**src/design/wsp_pkg.sv**
```systemverilog
// ----------------------------------------------------------------------------
// wsp_pkg: shared types and constants of the wav stream parser
// Beat formats, parser phases, status codes and the job record that the
// front part hands to the back part.
// ----------------------------------------------------------------------------
package wsp_pkg;

  // widest frame the block buffers
  localparam int unsigned MAX_CHANNELS = 8;
  localparam int unsigned CH_W   = (MAX_CHANNELS > 1) ? $clog2(MAX_CHANNELS) : 1;
  localparam int unsigned CNT_W  = $clog2(MAX_CHANNELS + 1);
  localparam int unsigned ITEM_W = $clog2(MAX_CHANNELS + 2);
  localparam int unsigned FB_W   = $clog2(4 * MAX_CHANNELS + 1);

  // job queue depth
  localparam int unsigned JOBQ_DEPTH = 2;

  // four-character tags, little-endian as read from the file
  localparam logic [31:0] TAG_RIFF = 32'h4646_4952;
  localparam logic [31:0] TAG_WAVE = 32'h4556_4157;
  localparam logic [31:0] TAG_FMT  = 32'h2074_6D66;
  localparam logic [31:0] TAG_DATA = 32'h6174_6164;
  localparam logic [31:0] TAG_FLAC = 32'h4361_4C66;

  localparam logic [15:0] FMT_EXTENSIBLE = 16'hFFFE;
  localparam logic [15:0] FMT_FLOAT      = 16'd3;
  localparam logic [31:0] FMT_MIN_SIZE   = 32'd16;
  localparam logic [31:0] EXT_MIN_SIZE   = 32'd26;

  typedef enum logic [3:0] {
    PH_RIFF  = 4'd0,
    PH_RSIZE = 4'd1,
    PH_WAVE  = 4'd2,
    PH_CID   = 4'd3,
    PH_CSIZE = 4'd4,
    PH_FMT   = 4'd5,
    PH_CHAN  = 4'd6,
    PH_RATE  = 4'd7,
    PH_BRATE = 4'd8,
    PH_ALIGN = 4'd9,
    PH_BITS  = 4'd10,
    PH_EXT   = 4'd11,
    PH_SUB   = 4'd12,
    PH_SKIP  = 4'd13,
    PH_DATA  = 4'd14,
    PH_DONE  = 4'd15
  } phase_e;

  typedef enum logic [1:0] {
    TK_OTHER = 2'd0,
    TK_FMT   = 2'd1,
    TK_DATA  = 2'd2
  } tag_e;

  typedef enum logic [1:0] {
    KIND_INFO   = 2'd0,
    KIND_SAMPLE = 2'd1,
    KIND_STATUS = 2'd2
  } kind_e;

  typedef enum logic [2:0] {
    ST_COMPLETE    = 3'd0,
    ST_TRUNCATED   = 3'd1,
    ST_NOT_RIFF    = 3'd2,
    ST_NOT_WAVE    = 3'd3,
    ST_NO_DATA     = 3'd4,
    ST_ZERO_FRAMES = 3'd5,
    ST_TOO_MANY    = 3'd6,
    ST_IS_FLAC     = 3'd7
  } status_e;

  typedef struct packed {
    logic [7:0] data_byte;
    logic       end_of_file;
  } in_beat_t;

  typedef struct packed {
    kind_e              kind;
    logic signed [31:0] sample_value;
    logic [2:0]         channel;
    logic               frame_end;
    logic [31:0]        sample_rate;
    logic [3:0]         channel_count;
    logic [5:0]         sample_bits;
    logic               is_float;
    status_e            status;
    logic               run_last;
  } out_beat_t;

  // everything one input byte causes: info, a whole frame and/or a status
  typedef struct packed {
    logic                               has_info;
    logic                               has_frame;
    logic                               has_status;
    logic [31:0]                        rate;
    logic [CNT_W-1:0]                   ccount;
    logic [5:0]                         sbits;
    logic                               flt;
    status_e                            status;
    logic [MAX_CHANNELS-1:0][31:0]      lanes;
  } job_t;

endpackage

```
**src/design/wsp_front.sv**
```systemverilog
// ----------------------------------------------------------------------------
// wsp_front: byte parser
// Takes one file byte per unstalled cycle, walks the RIFF chunks, converts
// samples as their bytes arrive and pushes one job per byte that has results.
// ----------------------------------------------------------------------------
module wsp_front (
  input  logic              clk_i,
  input  logic              rst_ni,
  input  logic              in_valid_i,
  output logic              in_stall_o,
  input  wsp_pkg::in_beat_t in_data_i,
  input  logic              q_full_i,
  output logic              q_push_o,
  output wsp_pkg::job_t     q_job_o
);

  // last byte index of the field read in each phase
  function automatic logic [2:0] field_last(wsp_pkg::phase_e ph);
    logic [2:0] r;
    unique case (ph) inside
      wsp_pkg::PH_FMT, wsp_pkg::PH_CHAN, wsp_pkg::PH_ALIGN,
      wsp_pkg::PH_BITS, wsp_pkg::PH_SUB: r = 3'd1;
      wsp_pkg::PH_EXT:                   r = 3'd7;
      default:                           r = 3'd3;
    endcase
    return r;
  endfunction

  // ieee single to q1.31, truncating, saturating, nan and subnormal to zero
  function automatic logic [31:0] q31_from_float(logic [31:0] w);
    logic        sgn;
    logic [7:0]  e;
    logic [23:0] m;
    logic [31:0] mag;
    logic [7:0]  rsh;
    logic [31:0] res;
    sgn = w[31];
    e   = w[30:23];
    m   = {1'b0, w[22:0]};
    mag = '0;
    rsh = '0;
    res = '0;
    if (e == 8'hFF && w[22:0] != '0) begin
      res = '0;
    end else if (e >= 8'd127) begin
      res = sgn ? 32'h8000_0000 : 32'h7FFF_FFFF;
    end else begin
      if (e == 8'd0) begin
        e = 8'd1;
      end else begin
        m = {1'b1, w[22:0]};
      end
      if (e >= 8'd119) begin
        mag = {8'h00, m} << 3'(e - 8'd119);
      end else begin
        rsh = 8'd119 - e;
        mag = (rsh >= 8'd24) ? '0 : {8'h00, m >> rsh[4:0]};
      end
      res = sgn ? (32'd0 - mag) : mag;
    end
    return res;
  endfunction

  wsp_pkg::phase_e  phase_q, phase_d, phase_pre;
  logic [31:0]      fshift_q, fshift_d;
  logic [2:0]       fidx_q, fidx_d;
  logic [32:0]      left_q, left_d;
  logic [15:0]      fmt_q, fmt_d;
  logic [15:0]      ch_q, ch_d;
  logic [31:0]      rate_q, rate_d;
  logic [15:0]      bits_q, bits_d;
  logic             fvalid_q, fvalid_d;
  wsp_pkg::tag_e    tag_q, tag_d;
  logic             ext_q, ext_d;
  wsp_pkg::status_e done_q, done_d, done_pre;
  logic             flt_q, flt_d;
  logic [wsp_pkg::FB_W-1:0] fb_q, fb_d;
  logic [wsp_pkg::CH_W-1:0] chan_q, chan_d;
  logic [1:0]       sbyte_q, sbyte_d;
  logic [23:0]      asm_q, asm_d;
  logic [wsp_pkg::MAX_CHANNELS-1:0][31:0] lane_q, lane_d;
  logic             anyf_q, anyf_d, anyf_pre;

  logic        fire;
  logic        eof_fire;
  logic [7:0]  data_byte;
  logic [31:0] field_val;
  logic        field_done;
  logic [32:0] left_dec;
  logic [32:0] csize_left;
  logic [wsp_pkg::FB_W-1:0] fb_calc;
  logic        is_flt;
  logic [1:0]  slast;
  logic        sample_done;
  logic        frame_done;
  logic [31:0] sample_new;
  logic        info_push;
  logic        frame_push;

  // handshake
  assign in_stall_o = q_full_i;
  assign fire       = in_valid_i & ~q_full_i;
  assign eof_fire   = fire & in_data_i.end_of_file;
  assign data_byte  = in_data_i.data_byte;

  // field assembly and shared decodes
  assign field_val  = fidx_q[2] ? fshift_q
                    : (fshift_q | (32'(data_byte) << {fidx_q[1:0], 3'b000}));
  assign field_done = (fidx_q >= field_last(phase_q));
  assign left_dec   = (left_q != '0) ? (left_q - 33'd1) : left_q;
  assign csize_left = {1'b0, field_val} + 33'(field_val[0]);
  assign fb_calc    = wsp_pkg::FB_W'(bits_q[5:3]) *
                      wsp_pkg::FB_W'(ch_q[wsp_pkg::CNT_W-1:0]);
  assign is_flt     = (fmt_q == wsp_pkg::FMT_FLOAT) && (bits_q == 16'd32);
  assign slast      = 2'(bits_q[5:3] - 3'd1);
  assign sample_done = (sbyte_q == slast);
  assign frame_done = (wsp_pkg::CNT_W'(chan_q) ==
                       (ch_q[wsp_pkg::CNT_W-1:0] - wsp_pkg::CNT_W'(1)));

  // sample made whole by this byte, left-justified
  always_comb begin
    case (bits_q[5:3])
      3'd1:    sample_new = {data_byte ^ 8'h80, 24'h000000};
      3'd2:    sample_new = {data_byte, asm_q[7:0], 16'h0000};
      3'd3:    sample_new = {data_byte, asm_q[15:0], 8'h00};
      default: sample_new = flt_q ? q31_from_float({data_byte, asm_q})
                                  : {data_byte, asm_q};
    endcase
  end

  // next state of the parser
  always_comb begin
    phase_d  = phase_q;
    fshift_d = fshift_q;
    fidx_d   = fidx_q;
    left_d   = left_q;
    fmt_d    = fmt_q;
    ch_d     = ch_q;
    rate_d   = rate_q;
    bits_d   = bits_q;
    fvalid_d = fvalid_q;
    tag_d    = tag_q;
    ext_d    = ext_q;
    done_d   = done_q;
    flt_d    = flt_q;
    fb_d     = fb_q;
    chan_d   = chan_q;
    sbyte_d  = sbyte_q;
    asm_d    = asm_q;
    lane_d   = lane_q;
    anyf_d   = anyf_q;
    if (fire) begin
      unique case (phase_q)
        wsp_pkg::PH_SKIP: begin
          left_d = left_dec;
          if (left_dec == '0) phase_d = wsp_pkg::PH_CID;
        end
        wsp_pkg::PH_DATA: begin
          left_d = left_dec;
          if (sample_done) begin
            sbyte_d        = '0;
            lane_d[chan_q] = sample_new;
            if (frame_done) begin
              anyf_d = 1'b1;
              chan_d = '0;
              if (left_dec < 33'(fb_q)) begin
                phase_d = wsp_pkg::PH_DONE;
                done_d  = wsp_pkg::ST_COMPLETE;
              end
            end else begin
              chan_d = chan_q + wsp_pkg::CH_W'(1);
            end
          end else begin
            case (sbyte_q)
              2'd0:    asm_d[7:0]   = data_byte;
              2'd1:    asm_d[15:8]  = data_byte;
              default: asm_d[23:16] = data_byte;
            endcase
            sbyte_d = sbyte_q + 2'd1;
          end
        end
        wsp_pkg::PH_DONE: begin
          phase_d = phase_q;
        end
        default: begin
          if (phase_q >= wsp_pkg::PH_FMT) left_d = left_dec;
          fshift_d = field_val;
          if (!field_done) begin
            fidx_d = fidx_q + 3'd1;
          end else begin
            fshift_d = '0;
            fidx_d   = '0;
            unique case (phase_q)
              wsp_pkg::PH_RIFF: begin
                if (field_val == wsp_pkg::TAG_FLAC) begin
                  phase_d = wsp_pkg::PH_DONE;
                  done_d  = wsp_pkg::ST_IS_FLAC;
                end else if (field_val != wsp_pkg::TAG_RIFF) begin
                  phase_d = wsp_pkg::PH_DONE;
                  done_d  = wsp_pkg::ST_NOT_RIFF;
                end else begin
                  phase_d = wsp_pkg::PH_RSIZE;
                end
              end
              wsp_pkg::PH_RSIZE: phase_d = wsp_pkg::PH_WAVE;
              wsp_pkg::PH_WAVE: begin
                if (field_val != wsp_pkg::TAG_WAVE) begin
                  phase_d = wsp_pkg::PH_DONE;
                  done_d  = wsp_pkg::ST_NOT_WAVE;
                end else begin
                  phase_d = wsp_pkg::PH_CID;
                end
              end
              wsp_pkg::PH_CID: begin
                if (field_val == wsp_pkg::TAG_FMT)       tag_d = wsp_pkg::TK_FMT;
                else if (field_val == wsp_pkg::TAG_DATA) tag_d = wsp_pkg::TK_DATA;
                else                                     tag_d = wsp_pkg::TK_OTHER;
                phase_d = wsp_pkg::PH_CSIZE;
              end
              wsp_pkg::PH_CSIZE: begin
                left_d = csize_left;
                if (tag_q == wsp_pkg::TK_FMT) begin
                  fvalid_d = 1'b0;
                  ext_d    = (field_val >= wsp_pkg::EXT_MIN_SIZE);
                  if (field_val >= wsp_pkg::FMT_MIN_SIZE) phase_d = wsp_pkg::PH_FMT;
                  else phase_d = (csize_left != '0) ? wsp_pkg::PH_SKIP : wsp_pkg::PH_CID;
                end else if (tag_q == wsp_pkg::TK_DATA && fvalid_q) begin
                  if (ch_q > 16'(wsp_pkg::MAX_CHANNELS)) begin
                    phase_d = wsp_pkg::PH_DONE;
                    done_d  = wsp_pkg::ST_TOO_MANY;
                  end else begin
                    left_d  = {1'b0, field_val};
                    chan_d  = '0;
                    sbyte_d = '0;
                    fb_d    = fb_calc;
                    flt_d   = is_flt;
                    if ({1'b0, field_val} < 33'(fb_calc)) begin
                      phase_d = wsp_pkg::PH_DONE;
                      done_d  = wsp_pkg::ST_ZERO_FRAMES;
                    end else begin
                      phase_d = wsp_pkg::PH_DATA;
                    end
                  end
                end else begin
                  phase_d = (csize_left != '0) ? wsp_pkg::PH_SKIP : wsp_pkg::PH_CID;
                end
              end
              wsp_pkg::PH_FMT: begin
                fmt_d   = field_val[15:0];
                phase_d = wsp_pkg::PH_CHAN;
              end
              wsp_pkg::PH_CHAN: begin
                ch_d    = field_val[15:0];
                phase_d = wsp_pkg::PH_RATE;
              end
              wsp_pkg::PH_RATE: begin
                rate_d  = field_val;
                phase_d = wsp_pkg::PH_BRATE;
              end
              wsp_pkg::PH_BRATE: phase_d = wsp_pkg::PH_ALIGN;
              wsp_pkg::PH_ALIGN: phase_d = wsp_pkg::PH_BITS;
              wsp_pkg::PH_BITS: begin
                bits_d   = field_val[15:0];
                fvalid_d = (ch_q != '0) && (rate_q != '0) &&
                           (field_val[15:0] == 16'd8  || field_val[15:0] == 16'd16 ||
                            field_val[15:0] == 16'd24 || field_val[15:0] == 16'd32);
                if (fmt_q == wsp_pkg::FMT_EXTENSIBLE && ext_q) phase_d = wsp_pkg::PH_EXT;
                else phase_d = (left_dec != '0) ? wsp_pkg::PH_SKIP : wsp_pkg::PH_CID;
              end
              wsp_pkg::PH_EXT: phase_d = wsp_pkg::PH_SUB;
              wsp_pkg::PH_SUB: begin
                fmt_d   = field_val[15:0];
                phase_d = (left_dec != '0) ? wsp_pkg::PH_SKIP : wsp_pkg::PH_CID;
              end
              default: phase_d = phase_q;
            endcase
          end
        end
      endcase
    end

    phase_pre = phase_d;
    done_pre  = done_d;
    anyf_pre  = anyf_d;

    // the final byte rearms the parser
    if (eof_fire) begin
      phase_d  = wsp_pkg::PH_RIFF;
      fshift_d = '0;
      fidx_d   = '0;
      left_d   = '0;
      fmt_d    = '0;
      ch_d     = '0;
      rate_d   = '0;
      bits_d   = '0;
      fvalid_d = 1'b0;
      tag_d    = wsp_pkg::TK_OTHER;
      ext_d    = 1'b0;
      done_d   = wsp_pkg::ST_COMPLETE;
      flt_d    = 1'b0;
      fb_d     = '0;
      chan_d   = '0;
      sbyte_d  = '0;
      anyf_d   = 1'b0;
    end
  end

  // job decodes
  assign info_push  = fire && (phase_q == wsp_pkg::PH_CSIZE) && field_done &&
                      (tag_q == wsp_pkg::TK_DATA) && fvalid_q &&
                      (ch_q <= 16'(wsp_pkg::MAX_CHANNELS));
  assign frame_push = fire && (phase_q == wsp_pkg::PH_DATA) && sample_done && frame_done;

  // job toward the back part
  always_comb begin
    q_job_o            = '0;
    q_job_o.has_info   = info_push;
    q_job_o.has_frame  = frame_push;
    q_job_o.has_status = eof_fire;
    q_job_o.rate       = rate_q;
    q_job_o.ccount     = ch_q[wsp_pkg::CNT_W-1:0];
    q_job_o.sbits      = bits_q[5:0];
    q_job_o.flt        = is_flt;
    q_job_o.lanes      = lane_d;
    unique case (phase_pre) inside
      wsp_pkg::PH_RIFF:                   q_job_o.status = wsp_pkg::ST_NOT_RIFF;
      wsp_pkg::PH_RSIZE, wsp_pkg::PH_WAVE: q_job_o.status = wsp_pkg::ST_NOT_WAVE;
      wsp_pkg::PH_DATA: q_job_o.status = anyf_pre ? wsp_pkg::ST_TRUNCATED
                                                  : wsp_pkg::ST_ZERO_FRAMES;
      wsp_pkg::PH_DONE:                   q_job_o.status = done_pre;
      default:                            q_job_o.status = wsp_pkg::ST_NO_DATA;
    endcase
  end

  assign q_push_o = info_push | frame_push | eof_fire;

  // control registers
  always_ff @(posedge clk_i or negedge rst_ni) begin
    if (!rst_ni) begin
      phase_q  <= wsp_pkg::PH_RIFF;
      fshift_q <= '0;
      fidx_q   <= '0;
      left_q   <= '0;
      fmt_q    <= '0;
      ch_q     <= '0;
      rate_q   <= '0;
      bits_q   <= '0;
      fvalid_q <= 1'b0;
      tag_q    <= wsp_pkg::TK_OTHER;
      ext_q    <= 1'b0;
      done_q   <= wsp_pkg::ST_COMPLETE;
      flt_q    <= 1'b0;
      fb_q     <= '0;
      chan_q   <= '0;
      sbyte_q  <= '0;
      anyf_q   <= 1'b0;
    end else begin
      phase_q  <= phase_d;
      fshift_q <= fshift_d;
      fidx_q   <= fidx_d;
      left_q   <= left_d;
      fmt_q    <= fmt_d;
      ch_q     <= ch_d;
      rate_q   <= rate_d;
      bits_q   <= bits_d;
      fvalid_q <= fvalid_d;
      tag_q    <= tag_d;
      ext_q    <= ext_d;
      done_q   <= done_d;
      flt_q    <= flt_d;
      fb_q     <= fb_d;
      chan_q   <= chan_d;
      sbyte_q  <= sbyte_d;
      anyf_q   <= anyf_d;
    end
  end

  // sample payload
  always_ff @(posedge clk_i) begin
    asm_q  <= asm_d;
    lane_q <= lane_d;
  end

endmodule

```
**src/design/wsp_jobq.sv**
```systemverilog
// ----------------------------------------------------------------------------
// wsp_jobq: short job queue
// Decouples the byte parser from the result emitter.
// ----------------------------------------------------------------------------
module wsp_jobq (
  input  logic          clk_i,
  input  logic          rst_ni,
  input  logic          push_i,
  input  wsp_pkg::job_t job_i,
  input  logic          pop_i,
  output logic          full_o,
  output logic          head_valid_o,
  output wsp_pkg::job_t head_o
);

  localparam int unsigned PTR_W = (wsp_pkg::JOBQ_DEPTH > 1) ?
                                  $clog2(wsp_pkg::JOBQ_DEPTH) : 1;
  localparam int unsigned QCNT_W = $clog2(wsp_pkg::JOBQ_DEPTH + 1);

  wsp_pkg::job_t     mem_q [wsp_pkg::JOBQ_DEPTH];
  logic [PTR_W-1:0]  wr_q, wr_d, rd_q, rd_d;
  logic [QCNT_W-1:0] count_q, count_d;

  assign full_o       = (count_q == QCNT_W'(wsp_pkg::JOBQ_DEPTH));
  assign head_valid_o = (count_q != '0);
  assign head_o       = mem_q[rd_q];

  // pointers and fill level
  always_comb begin
    wr_d    = wr_q;
    rd_d    = rd_q;
    count_d = count_q;
    if (push_i) begin
      wr_d = (wr_q == PTR_W'(wsp_pkg::JOBQ_DEPTH - 1)) ? '0 : wr_q + PTR_W'(1);
    end
    if (pop_i) begin
      rd_d = (rd_q == PTR_W'(wsp_pkg::JOBQ_DEPTH - 1)) ? '0 : rd_q + PTR_W'(1);
    end
    if (push_i && !pop_i)      count_d = count_q + QCNT_W'(1);
    else if (pop_i && !push_i) count_d = count_q - QCNT_W'(1);
  end

  always_ff @(posedge clk_i or negedge rst_ni) begin
    if (!rst_ni) begin
      wr_q    <= '0;
      rd_q    <= '0;
      count_q <= '0;
    end else begin
      wr_q    <= wr_d;
      rd_q    <= rd_d;
      count_q <= count_d;
    end
  end

  // entry storage
  always_ff @(posedge clk_i) begin
    if (push_i) mem_q[wr_q] <= job_i;
  end

endmodule

```
**src/design/wsp_back.sv**
```systemverilog
// ----------------------------------------------------------------------------
// wsp_back: result emitter
// Walks the head job, one result per unstalled cycle, to a registered output.
// ----------------------------------------------------------------------------
module wsp_back (
  input  logic               clk_i,
  input  logic               rst_ni,
  input  logic               head_valid_i,
  input  wsp_pkg::job_t      head_i,
  output logic               pop_o,
  output logic               out_valid_o,
  input  logic               out_stall_i,
  output wsp_pkg::out_beat_t out_data_o
);

  logic [wsp_pkg::ITEM_W-1:0] cnt_q, cnt_d;
  logic [wsp_pkg::ITEM_W-1:0] total;
  logic [wsp_pkg::ITEM_W-1:0] idx;
  logic                       is_last;
  logic                       load;
  logic                       out_valid_q, out_valid_d;
  wsp_pkg::out_beat_t         out_q, item;

  // results in the head job
  assign total = wsp_pkg::ITEM_W'(head_i.has_info) +
                 (head_i.has_frame ? wsp_pkg::ITEM_W'(head_i.ccount) : '0) +
                 wsp_pkg::ITEM_W'(head_i.has_status);
  assign idx     = cnt_q - wsp_pkg::ITEM_W'(head_i.has_info);
  assign is_last = (cnt_q == total - wsp_pkg::ITEM_W'(1));
  assign load    = head_valid_i && (!out_valid_q || !out_stall_i);
  assign pop_o   = load && is_last;

  // pick the current result
  always_comb begin
    item = '0;
    if (head_i.has_info && cnt_q == '0) begin
      item.kind          = wsp_pkg::KIND_INFO;
      item.sample_rate   = head_i.rate;
      item.channel_count = 4'(head_i.ccount);
      item.sample_bits   = head_i.sbits;
      item.is_float      = head_i.flt;
    end else if (head_i.has_frame && idx < wsp_pkg::ITEM_W'(head_i.ccount)) begin
      item.kind         = wsp_pkg::KIND_SAMPLE;
      item.sample_value = head_i.lanes[idx[wsp_pkg::CH_W-1:0]];
      item.channel      = 3'(idx);
      item.frame_end    = (idx == wsp_pkg::ITEM_W'(head_i.ccount) - wsp_pkg::ITEM_W'(1));
    end else begin
      item.kind   = wsp_pkg::KIND_STATUS;
      item.status = head_i.status;
    end
    item.run_last = is_last;
  end

  // step counter and output beat valid
  always_comb begin
    cnt_d       = cnt_q;
    out_valid_d = out_valid_q;
    if (load) begin
      cnt_d       = is_last ? '0 : cnt_q + wsp_pkg::ITEM_W'(1);
      out_valid_d = 1'b1;
    end else if (!out_stall_i) begin
      out_valid_d = 1'b0;
    end
  end

  always_ff @(posedge clk_i or negedge rst_ni) begin
    if (!rst_ni) begin
      cnt_q       <= '0;
      out_valid_q <= 1'b0;
    end else begin
      cnt_q       <= cnt_d;
      out_valid_q <= out_valid_d;
    end
  end

  always_ff @(posedge clk_i) begin
    if (load) out_q <= item;
  end

  assign out_valid_o = out_valid_q;
  assign out_data_o  = out_q;

endmodule

```
**src/design/wav_stream_parser_unit.sv**
```systemverilog
// ----------------------------------------------------------------------------
// wav_stream_parser_unit: RIFF/WAVE PCM stream parser
// Parses a file one byte per beat and emits format info, Q1.31 samples and a
// final status per file.
// ----------------------------------------------------------------------------
//   channel  | direction | handshake                | beat
//   in       | input     | in_valid_i / in_stall_o  | in_beat_t: one file byte, eof
//   out      | output    | out_valid_o / out_stall_i| out_beat_t: one result
//
// One byte is taken each cycle while in_stall_o is low; the parser decides
// its results in that cycle. Results leave one per cycle from the emitter
// while unstalled: n for a frame of n channels (n+1 with the final status).
// The two-entry job queue sets when input stalls: in_stall_o rises only while
// it is full. Reset is asynchronous and puts the parser at the RIFF tag.
// ----------------------------------------------------------------------------
module wav_stream_parser_unit (
  input  logic               clk_i,
  input  logic               rst_ni,
  input  logic               in_valid_i,
  output logic               in_stall_o,
  input  wsp_pkg::in_beat_t  in_data_i,
  output logic               out_valid_o,
  input  logic               out_stall_i,
  output wsp_pkg::out_beat_t out_data_o
);

  logic          q_push;
  logic          q_pop;
  logic          q_full;
  logic          q_head_valid;
  wsp_pkg::job_t q_job;
  wsp_pkg::job_t q_head;

  // byte parser
  wsp_front u_front (
    .clk_i      (clk_i),
    .rst_ni     (rst_ni),
    .in_valid_i (in_valid_i),
    .in_stall_o (in_stall_o),
    .in_data_i  (in_data_i),
    .q_full_i   (q_full),
    .q_push_o   (q_push),
    .q_job_o    (q_job)
  );

  // job queue
  wsp_jobq u_jobq (
    .clk_i        (clk_i),
    .rst_ni       (rst_ni),
    .push_i       (q_push),
    .job_i        (q_job),
    .pop_i        (q_pop),
    .full_o       (q_full),
    .head_valid_o (q_head_valid),
    .head_o       (q_head)
  );

  // result emitter
  wsp_back u_back (
    .clk_i        (clk_i),
    .rst_ni       (rst_ni),
    .head_valid_i (q_head_valid),
    .head_i       (q_head),
    .pop_o        (q_pop),
    .out_valid_o  (out_valid_o),
    .out_stall_i  (out_stall_i),
    .out_data_o   (out_data_o)
  );

endmodule

```
**config.mk**
```make
export PLATFORM = sky130hd
export DESIGN_NAME = wav_stream_parser_unit
export DESIGN_NICKNAME = d
export VERILOG_FILES = /design/src/design/wsp_pkg.sv /design/src/design/wsp_front.sv /design/src/design/wsp_jobq.sv /design/src/design/wsp_back.sv /design/src/design/wav_stream_parser_unit.sv
export SDC_FILE = /design/constraint.sdc
export NUM_CORES = 2
export LEC_CHECK = 0
export BUFFER_PORTS_ARGS = -buffer_cell sky130_fd_sc_hd__buf_2
export CORE_MARGIN = 3
export CORE_UTILIZATION = 30
export CTS_CLUSTER_DIAMETER = 200
export DETAILED_ROUTE_END_ITERATION = 16
export PLACE_DENSITY_LB_ADDON = 0.05
export SYNTH_ARGS = -nofsm -noshare
export SYNTH_HDL_FRONTEND = slang
export SYNTH_SLANG_ARGS = --single-unit
```
**constraint.sdc**
```tcl
create_clock -name clk_i -period 21.4 [get_ports clk_i]
set_input_delay 1.07 -clock clk_i [delete_from_list [all_inputs] [get_ports clk_i]]
set_output_delay 1.07 -clock clk_i [all_outputs]
set_load 0.02 [all_outputs]
```
==> out/qor.yml <==
detailed_routing:
  antenna_left: 0
  post_drt_wl_per_cell_um: 25.7
  initialDrtViolationCount: 2548
  drcViolationCount: 0
  vias: 35400
  routed_via_density: 5.28
  wl_um: 173000
  firstDrtPassIters: 6
clock_network:
  clock_latency_ps: 790
  clk_pin_slew_ps: 60
  h-tree-depth: 4
  numClockSinks: 1156
  cts_tree: "done"
  cts.path.max_buffers: 3
  clockRootBuffer: "clkbuf_16"
  ctsHoldBuffers: 0
  post_cts_resized: 0
  post_cts_buffers: 0
  numCtsBuffers: 137
sta:
  rsz0062_at_grt: "false"
  slew_headroom_pct: 9.53
  hold_viol: 0
  setup_violations: 0
  min_period_over_period_pct: 31.0
  whs_ps: 273
  fin_crit_ps: 6640
  fmax_mhz: 151
  tightest_slew_ps: 1360
  worst_slack_ps: 14760
  fin_setup_tns_ps: 0
  clock_skew_ps: 41.3
  drv_slew: 0
job:
  drv_cap: 0
yosys:
  syn_inst: 4239
  async_reset_ff_share_pct: 15.7
  yosys_warnings: 0
  synth_edf_count: 719
  synthTopCellsByArea: "edfxtp_1 (42%), dfxtp_1 (9.9%), dfrtp_1 (8.8%), mux4_2 (7.0%), nor2_1 (3.0%)"
  yosysSeqAreaShare_pct: 60.4
  synth_flop_cell: "edfxtp_1"
  synth.avg_cell_area_um2: 12.2
  synth_area_mm2: 0.0518
  ys_ff_latch: 1156
  synth_top_area_cell: "edfxtp_1"
  synth_fp_nets: 4302
  synth_cell_types: 102
  synth_top_area_share_pct: 41.7
global_route:
  grt_pass1_vias: 35800
  grt-ovfl-total: 0
  grt_usage_pct: 19.1
  grt_first_pass_wirelength_um: 254000
  grt_max_degree: 144
  antenna_found_initial: 6
placed_design:
  pre_cts_slack_ps: 14390
  placed_cell_area_mm2: 0.0550
  portBuffers: 99
  place.gp.congestion: 0.907
  hpwlAfterDp_um: 111000
layout:
  nNetsFinal: 4359
  layout-drive-gt1-share_pct: 16.0
  finalInstanceArea_mm2: 0.0594
  antennaDiodeCount: 0
  syn_to_final_growth_pct: 14.9
  post-route-util_pct: 34.9
worst_setup_path:
  worst-setup-path-type: "register to register"
  r2r_slack_ps: 14760
  timing.rr.start: "u_front.asm_q[23]"
  r2r_cells: 13
  cp.arrival_ps: 7080
  reg2reg_to: "u_jobq.mem_q[1][116]"
  cp-end-kind: "register"
  cp_data_required_time_ps: 21840
  startpoint: "u_front.asm_q[23]"
  endpoint: "u_jobq.mem_q[1][116]"
  worstPathMaxFanout: 75
  critPathLaunchType: "register"
status:
  status: "complete, no violations"
die:
  io-pin-count: 100
  start_util_pct: 30.4
  coreArea_mm2: 0.170
  die_y_um: 421
  die_w_um: 421
  die_area_mm2: 0.178
  rows: 151
pwr:
  leakage_nw: 21.0
  vdd_drop_max_mv: 0.0875
  powerDensity_mw_per_mm2: 134
hold_path:
  min_path_type: "input port to asynchronous set/reset pin"
## synthesized netlist by cell type, drive strengths merged, types with 70 or more instances
library cell / number
mux4: 161
dfrtp: 181
edfxtp: 719
dfxtp: 256
nand3: 81
a21oi: 152
clkbuf: 235
inv: 70
nand2: 372
o21ai: 296
nor2: 420
mux2i: 82
a31oi: 108
nor3: 111
## registers in the layout, indices dropped and copies added (netlist names), 2 cells and up
signal	flops
u_front.sbyte_q	2
u_front.left_q	33
u_front.tag_q	2
u_front.fb_q	6
u_front.fidx_q	3
u_front.bits_q	16
u_front.fshift_q	32
u_front.asm_q	24
u_front.lane_q	256
u_front.chan_q	3
u_jobq.mem_q	610
u_front.ch_q	16
u_front.phase_q	4
u_front.rate_q	32
u_front.fmt_q	16
u_back.cnt_q	4
u_front.done_q	3
u_back.out_data_o	85
u_jobq.count_q	2
## worst min path at each step
stage / end / slack (ps) / cells past startpoint
6_report: u_front.left_q[13] / 270 / 1
5_1_grt: u_front.left_q[13] / 280 / 1
3_5_place_dp: u_front.anyf_q / 470 / 2
3_3_place_gp: u_front.anyf_q / 460 / 2
4_1_cts: u_front.left_q[30] / 230 / 1
2_1_floorplan: u_front.lane_q[41] / 450 / 2
## critical path, stage by stage, from the launching register on
cell	delay [ps]
edfxtp_1	700
buf_4	730
inv_1	590
mux4_2	440
a31oi_1	490
o32ai_1	150
a211oi_1	460
ha_1	300
o2111ai_1	300
nor4_1	860
a41oi_1	230
xnor2_1	250
o2bb2ai_1	460
o21ai_0	320
## through the flow
step,power [mW],std cells
2_1_floorplan,4.82,4239
4_1_cts,8.13,6707
3_5_place_dp,5.81,6452
6_report,7.97,6707
3_3_place_gp,5.81,6452
5_1_grt,8.43,6707
## cell type report
cell class	count	area [um^2]
clock buffer	202	3920
timing repair buffer	204	1350
tap	2295	2870
sequential	1156	31200
clock inverter	53	492
multi-input combinational	2724	19300
fill	17000	111000
inverter	73	277
## cell usage in the layout (no fill, tap or decap), types with 21 or more instances in the layout
cell type    n
a21oi_1    148
nand4_1     50
clkbuf_16  139
xnor2_1     63
nand2b_1    36
clkbuf_8    21
o31ai_1     40
o211ai_1    32
edfxtp_1   719
mux2i_1     82
o22ai_1     31
and2_1      23
a31oi_1    106
a21o_1      22
a211oi_1    22
clkbuf_1    43
nand2_1    369
nor3_1     104
dfxtp_1    256
xor2_1      26
nor4_1      63
buf_2       97
and3_1      50
nor2b_1     27
inv_1       68
mux4_2     161
o21ai_0    277
or4_1       24
mux2_2      67
nor2_1     415
buf_4      102
dfrtp_1    180
nand3_1     78
ha_1        44
## logic make-up (layout without fill, tap and decap cells)
logic type	Yosys count	after routing	synth area share (%)
compound gates	905	905	11.2
xor+xnor	90	90	1.52
fa+ha+maj	50	50	1.27
buf+inv	359	532	2.70
flops	1156	1156	60.4
mux	311	311	10.1
simple gates	1368	1368	12.9
## power by group
part           switching [mW]  internal (mW)
combinational            1.70          0.992
sequential              0.227           2.78
clock                   0.948           1.33
total                    2.87           5.10
## per-layer routing
layer / GRT usage (%) / routed length, um / vias to the layer above
met1: 26.2 / 78800 / 18000
met4: 6.56 / 5550 / 0
li1: - / - / 16300
met3: 2.58 / 6500 / 256
met5: 0 / 0 / -
met2: 31.3 / 81800 / 890
No activity file was read; power rests on OpenSTA's default activity.
